==> src/design/sabtb_ram.sv <==
// Generic simple dual-port RAM with one write port and a registered read port.
module sabtb_ram #(
    parameter int WIDTH = 32,
    parameter int DEPTH = 2,
    localparam int AW   = (DEPTH > 1) ? $clog2(DEPTH) : 1
) (
    input  logic                     i_clk,
    input  logic                     i_we,
    input  logic [AW-1:0]            i_waddr,
    input  logic [WIDTH-1:0]         i_wdata,
    input  logic                     i_re,
    input  logic [AW-1:0]            i_raddr,
    output logic [WIDTH-1:0]         o_rdata
);

    logic [WIDTH-1:0] r_mem [DEPTH];
    logic [WIDTH-1:0] r_rdata;

    // A read of the row written in the same cycle returns the old contents.
    always_ff @(posedge i_clk) begin
        if (i_we) begin
            r_mem[i_waddr] <= i_wdata;
        end
        if (i_re) begin
            r_rdata <= r_mem[i_raddr];
        end
    end

    assign o_rdata = r_rdata;

endmodule

==> config.mk <==
export PLATFORM = sky130hd
export DESIGN_NAME = sabtb_ram
export DESIGN_NICKNAME = d
export VERILOG_FILES = /design/src/design/sabtb_ram.sv
export SDC_FILE = /design/constraint.sdc
export NUM_CORES = 1
export LEC_CHECK = 0
export ABC_CLOCK_PERIOD_IN_PS = 6590
export BUFFER_PORTS_ARGS = -buffer_cell sky130_fd_sc_hd__clkbuf_2
export CAP_MARGIN = 20
export CORE_UTILIZATION = 58
export CTS_CLUSTER_DIAMETER = 120
export DETAILED_ROUTE_END_ITERATION = 6
export GPL_ROUTABILITY_DRIVEN = 0
export PLACE_DENSITY = 0.83
export SYNTH_ARGS = -nofsm -noshare
export SYNTH_HDL_FRONTEND = slang
export SYNTH_SLANG_ARGS = --single-unit
==> constraint.sdc <==
create_clock -name i_clk -period 6.59 [get_ports i_clk]
set_input_delay 0.659 -clock i_clk [delete_from_list [all_inputs] [get_ports i_clk]]
set_output_delay 0.659 -clock i_clk [all_outputs]
set_load 0.02 [all_outputs]
# Word level (Yosys, flattened, before mapping)
# Memory sizes are Yosys's and may differ from the RTL's. A register that Yosys moved wholly into a read port is not among the register bits.
# Cells that the tools add are included.
[totals] regBits=0 ramBits=64 input_bits=37 out_inout_bits=32 elab_cells=3 mem_count=1
[mem_list] name="r_mem" words=2 word_bits=32 read_ports=1 rd_ports_with_merged_regs=1 wr=1 line="16" text="logic [WIDTH-1:0] r_mem [DEPTH];"
[classes] mux=2
[op_table] operator="$mux W1" n=2

# Depth between registers and ports, before layout
# Gate-level depths: netlist (run 1).
[logic_depth] depth_word=2 mapped_depth=3

# Worst setup path before layout (run 1)
# Ideal clock, no wire load.
[synth_timing] kind="input to register" from="in i_waddr" to="mem r_mem[0][0], enable pin" setup_ns=0.425 arrival_time_ns=2.111 path_slack_ns=4.053 stages=1 path_buffers=0 cell_sequence="nor2b_1"
[synth_lines] element="from (decl)" line="9" text="input logic [AW-1:0] i_waddr,"
[synth_lines] element="to (decl)" line="16"
# Straight into the memory's write port.

# Worst setup path after layout (run 1)
[layout_timing] from="in i_raddr" to="reg r_rdata[29], in the netlist o_rdata[29], read port of r_mem, data pin"
[layout_lines] element="from (decl)" line="12" text="input logic [AW-1:0] i_raddr,"
[layout_lines] element="to (decl)" line="17" text="logic [WIDTH-1:0] r_rdata;"
# No word-level cell between the ends.

==> run metrics, run 1 <==
run status finished clean; Max Clock Skew 0.00666 ns; Post-route DRC 0; synth unique cells 7; number of max-cap violations 0; clock share of power 32.5%; routed wl met3 210 um; DR top layer met4; critical path type in -> reg; Final Slew Violations 0; antenna-violating nets left 0; Finished Core Util 71.8%; R2R Setup Slk 5.67 ns; pin count of the biggest net entering global routing 33; critical path startpoint category primary input; clock period minus worst slack 1.80 ns; Diodes inserted 0; HP Start i_wdata[5]; number of buffers and inverters on the critical path 1; reg2reg start r_mem[0][11]; drt wl/cell 17.2 um; Final Hold Viols 0; Initial Util 61.3%; share of layout cells above drive strength 1 54.0%; CTS Hold Bufs 0; Sw Share 20.3%; pre-CTS WS 4.39 ns; Tcrit/Tclk final 27.3%; largest cells by area after synthesis edfxtp_1, mux2_4, buf_12, mux2_2, buf_6; RSZ-0062 raised after global routing no; Max Fclk 556 MHz; sequential area share after synthesis 83.8%; Vias 1,450; Filler cells 359; CTS tree yes; Slew @ Worst Pin 1.10 ns; Critical Path End Type flop; total gr overflow 0; cell breakdown of the critical path clkbuf_2, mux2_2; reg2reg end o_rdata[11]; worst vdd ir 0.000221 V; I/O pin count 69; Seq pwr share 59.8%; Min Hold Slack 0.500 ns; post-route met1 wirelength 1970 um; GRT Total Usage 17.3%; total CTS buffers 9; Slew headroom 27.0%; Final Cell Area 0.00403 mm^2; final WL 4930 um; Synth Cell Area 0.00344 mm^2; CTS Buffer Depth 2; CP max stage delay 0.80 ns; FF-to-FF path depth 1; CTS sink count 96; WHS Path Cells 1; Reg clk slew, reported paths 0.09 ns; Pleak 0.00157 uW; metal2 WL 2660 um; postcts setup bufs 0; first-pass GRT wire length 7550 um; placed instance area 0.00381 mm^2; Yosys top cell by area edfxtp_1; Cells after Synth 134; crit-path max FO 32; Logic pwr share 7.7%; final setup fails 0; Syn Nets 171; Post-CTS Resized 0; mean area per synthesized cell 25.7 um^2; H-tree depth 3; core footprint 0.00561 mm^2; commonest non-fill, non-tap cell in the layout edfxtp_1; Critical Path AT 1.90 ns; Layout area overhead 17.0%; Worst-Skew Late Latency 0.34 ns; Slowest-stage cell, CP clkbuf_2; CP required 6.69 ns; Cell Pwr Density 304 mW/mm^2; Warnings, synthesis 0; port buffer count 68; Rows 27; DIE WIDTH 79.0 um; Final WS setup 4.79 ns; 1st-iter DRT viols 81; fin nets 247; Die Y 79.0 um; root buffer cell clkbuf_8; Hold Path End r_mem[0][5]; top cell type's share of synthesized area 83.8%; initial antenna violation count 0; Yosys reg bits 96; critical path's top delay family buffers and inverters; Net Switching 249 uW; DRT Pass-1 Iters 3; Hold Path Class in -> reg; setup TNS 0 ns; most frequent cells in the layout edfxtp_1, clkbuf_2, mux2_4; die area 0.00624 mm^2; Avg Vias per Cell 5.05; vias in the first global route 1,510; P_int 977 uW
==> worst max path at each step <==
stage | start | end | slack, ns | cells past startpoint
floorplan | i_waddr | r_mem[0][0] | 4.05 | 1
detailed placement | i_raddr | o_rdata[29] | 4.39 | 2
finish | i_raddr | o_rdata[29] | 4.79 | 2
global placement | i_raddr | o_rdata[30] | 4.44 | 2
CTS | i_raddr | o_rdata[29] | 4.77 | 2
global route | i_raddr | o_rdata[29] | 4.75 | 2
==> power groups by stage <==
stage / registers, uW / logic, uW / clock network (uW)
after floorplan: 763 / 42.5 / 0
after global placement: 743 / 91.5 / 0
after detailed placement: 748 / 95.4 / 0
after CTS: 734 / 96.4 / 406
after global routing: 737 / 101 / 427
final: 733 / 94.6 / 398
==> routing by layer <==
layer	global-route usage, %	up-vias
met4	9.27	0
met1	20.3	709
met3	4.14	9
met5	0	-
li1	-	688
met2	29.5	44
==> stage by stage <==
stage               std cells  total power, uW
global placement          271              835
CTS                       287             1240
detailed placement        271              843
global route              287             1260
finish                    287             1230
floorplan                 134              806
==> state kept, by name, indices dropped and copies added (netlist names) <==
| register | flops |
|---|---|
| r_mem | 64 |
| o_rdata | 32 |
==> logic make-up (layout without fill, tap and decap cells) <==
group | Yosys count | count (layout) | share of synthesized area (%)
buf+inv | 4 | 85 | 2.07
flops | 96 | 96 | 83.8
mux | 32 | 32 | 13.8
simple gates | 2 | 2 | 0.364
==> synth_stat cells <==
library cell,instances
and2_1,1
mux2_4,30
edfxtp_1,96
mux2_2,2
buf_6,1
buf_12,3
nor2b_1,1
==> area by class of cell <==
type	count	area [um^2]	area share, %
Clock inverter	6	83.8	2.08
Sequential cell	96	2880	71.6
Clock buffer	10	128	3.17
Multi-Input combinational cell	34	493	12.2
Timing Repair Buffer	69	348	8.64
Tap cell	72	90.1	2.24
No activity file was read; power rests on OpenSTA's default activity.
==> run 2, diff against run 1 <==
- ABC_AREA: unset -> 1
- ABC_CLOCK_PERIOD_IN_PS: 6590 -> 1400
- CORE_UTILIZATION: 58 -> 48
- PLACE_DENSITY: 0.83 -> 0.73
- clock period: 6.59 -> 1.4 ns (I/O delays scaled with it)
==> run 2 against run 1 <==
Effect of this change: critical path depth is 1 lower; final cell count is 44% higher; critical endpoint is now o_rdata[30]; worst hold slack worse by 0.25 ns; highest routed layer unchanged; critical path type is now reg -> out; first-iteration DRC count is 19% higher.
==> run metrics, run 2 <==
Max Fclk 947 MHz; reg2reg end o_rdata[27]; port buffer count 68 (unchanged); Slew headroom 82.2% (+55 points); I/O pin count 69 (unchanged); fraction of registers with async set or reset after synthesis 0% (unchanged); critical path startpoint category flop; synth unique cells 9 (+2); max FFs per register 64 (unchanged); Max Clock Skew 0.00479 ns (-0.00186 ns); root buffer cell clkbuf_8; DIE WIDTH 86.0 um (+8.9%); Vias 1,852 (+28%); Layout area overhead 28.6%; Logic pwr share 8.3% (+0.6 points); Sw Share 20.6% (+0.31 points); final setup fails 0 (unchanged); post-DP HPWL 2980 um; clock period minus worst slack 1.06 ns; drt wl/cell 12.7 um (-26%); Tcrit/Tclk final 75.4%; pin count of the biggest net entering global routing 33 (unchanged); Post-synth EDFFs 96 (unchanged); Slew @ Worst Pin 0.267 ns (-0.828 ns); DRT Pass-1 Iters 4 (+1); Die Y 86.0 um (+8.9%); critical path type reg -> out; Post-synth top flop edfxtp_1; GRT Total Usage 14.9% (-2.4 points); mean area per synthesized cell 16.6 um^2 (-35%); cell breakdown of the critical path clkbuf_2; Hold Path Class in -> reg; Final Hold Viols 0 (unchanged); HP Start i_re; initial antenna violation count 0 (unchanged); worst vdd ir 0.000995 V (+350%); Syn Nets 241 (+41%); Synth Cell Area 0.00339 mm^2 (-1.5%); CP required 1.26 ns (-5.43 ns); top cell type's share of synthesized area 85.0% (+1.2 points); setup TNS 0 ns (unchanged); die area 0.00740 mm^2 (+19%); Warnings, synthesis 0 (unchanged); most frequent cells in the layout edfxtp_1, nand2_1, clkbuf_2; Reg clk slew, reported paths 0.08 ns (about the same); commonest non-fill, non-tap cell in the layout edfxtp_1; Filler cells 493 (+37%); Avg Vias per Cell 4.48 (-11%); FF-to-FF path depth 2 (+1); Pleak 0.00178 uW (+14%); CTS tree yes; crit-path max FO 1 (-97%); run status finished clean; sequential area share after synthesis 85.0% (+1.2 points); CTS sink count 96 (unchanged); total CTS buffers 9 (unchanged); first-pass GRT wire length 7960 um (+5.4%); vias in the first global route 1,772 (+17%); Worst-Skew Late Latency 0.34 ns (about the same); Seq pwr share 59.8% (about the same); WHS Path Cells 2 (+1); P_int 4570 uW (+370%); Yosys reg bits 96 (unchanged); critical path's top delay family flip-flops; Cells after Synth 204 (+52%); Finished Core Util 64.1% (-7.6 points); fin nets 350 (+42%); Cell Pwr Density 1320 mW/mm^2 (+330%); CP max stage delay 0.40 ns (-0.40 ns); R2R Setup Slk 0.64 ns (-5.03 ns); Post-route DRC 0 (unchanged); number of max-cap violations 0 (unchanged); final WL 5240 um (+6.3%); Initial Util 49.9% (-11 points); CTS Buffer Depth 2 (unchanged); core footprint 0.00679 mm^2 (+21%); Critical Path End Type output port; H-tree depth 3 (unchanged); largest cells by area after synthesis edfxtp_1, nand2_1, nand2_2, clkbuf_8, buf_6; reg2reg start r_mem[1][27]; Slowest-stage cell, CP edfxtp_1; number of buffers and inverters on the critical path 1 (unchanged); Hold Path End o_rdata[13]; total gr overflow 0 (unchanged); most instantiated cells after synthesis edfxtp_1, nand2_1, nand2_2, buf_6, clkbuf_8; Diodes inserted 0 (unchanged); Net Switching 1190 uW (+380%); share of layout cells above drive strength 1 30.6% (-23 points); 1st-iter DRT viols 96 (+19%); Rows 30 (+11%); Final Slew Violations 0 (unchanged); RSZ-0062 raised after global routing no; Critical Path AT 0.92 ns (-0.98 ns); antenna-violating nets left 0 (unchanged); clock share of power 31.9% (-0.6 points); count leader, synth edfxtp_1; Reg with most FFs r_mem; Yosys top cell by area edfxtp_1
==> run 2: repair_timing <==
action                    CTS  global route
resized for setup           0             0
hold endpoints to repair   64             0
buffers inserted            0             0
hold buffers               32             0
==> run 2: worst max-delay path by stage <==
stage | from | endpoint | slack (ns) | depth (start not counted)
after floorplan | i_waddr | r_mem[1][0] | 0.20 | 2
after global placement | i_raddr | o_rdata[2] | 0.43 | 4
after detailed placement | i_raddr | o_rdata[0] | 0.40 | 4
after CTS | o_rdata[24] | o_rdata[24] | 0.33 | 1
after global routing | o_rdata[24] | o_rdata[24] | 0.29 | 1
final | o_rdata[30] | o_rdata[30] | 0.34 | 1
==> run 2: power by group through the flow <==
stage / clock network (uW) / logic [uW] / registers, uW
2_1_floorplan: 0 / 151 / 3590
3_3_place_gp: 0 / 401 / 3500
6_report: 1830 / 479 / 3440
5_1_grt: 1990 / 522 / 3460
4_1_cts: 1870 / 483 / 3440
3_5_place_dp: 0 / 413 / 3510
==> run 2: logic make-up (layout without fill, tap and decap cells) <==
logic type	after synthesis	after routing	share of synthesized area, %
simple gates	98	98	11.6
flops	96	96	85.0
buf+inv	10	123	3.36
==> run 2: stage by stage <==
| stage | instance area [um^2] | instances | hold WS (ns) | total power [uW] | worst slack (ns) |
|---|---|---|---|---|---|
| 2_1_floorplan | 3400 | 204 | 0.239 | 3740 | 0.202 |
| 3_3_place_gp | 3840 | 366 | 0.330 | 3900 | 0.425 |
| 3_5_place_dp | 3840 | 366 | 0.335 | 3920 | 0.402 |
| 4_1_cts | 4360 | 413 | 0.243 | 5790 | 0.332 |
| 5_1_grt | 4360 | 413 | 0.243 | 5970 | 0.289 |
| 6_report | 4360 | 413 | 0.253 | 5760 | 0.344 |
==> run 2: final cells by class <==
cell class              instances  area [um^2]  area share, %
well taps                      96          120           2.76
repair buffers                105          736           16.9
flip-flops and latches         96         2880           66.1
multi-input cells              98          400           9.19
inverters                       3         18.8          0.431
clock buffers                  10          128           2.93
clock inverters                 5         72.6           1.67
==> run 2: routing by layer <==
metal | GRT usage, % | wire (um) | vias to the layer above
li1 | - | - | 921
met1 | 16.9 | 2140 | 868
met2 | 25.7 | 2760 | 59
met3 | 4.72 | 281 | 4
met4 | 6.82 | 52 | 0
met5 | 0 | 0 | -
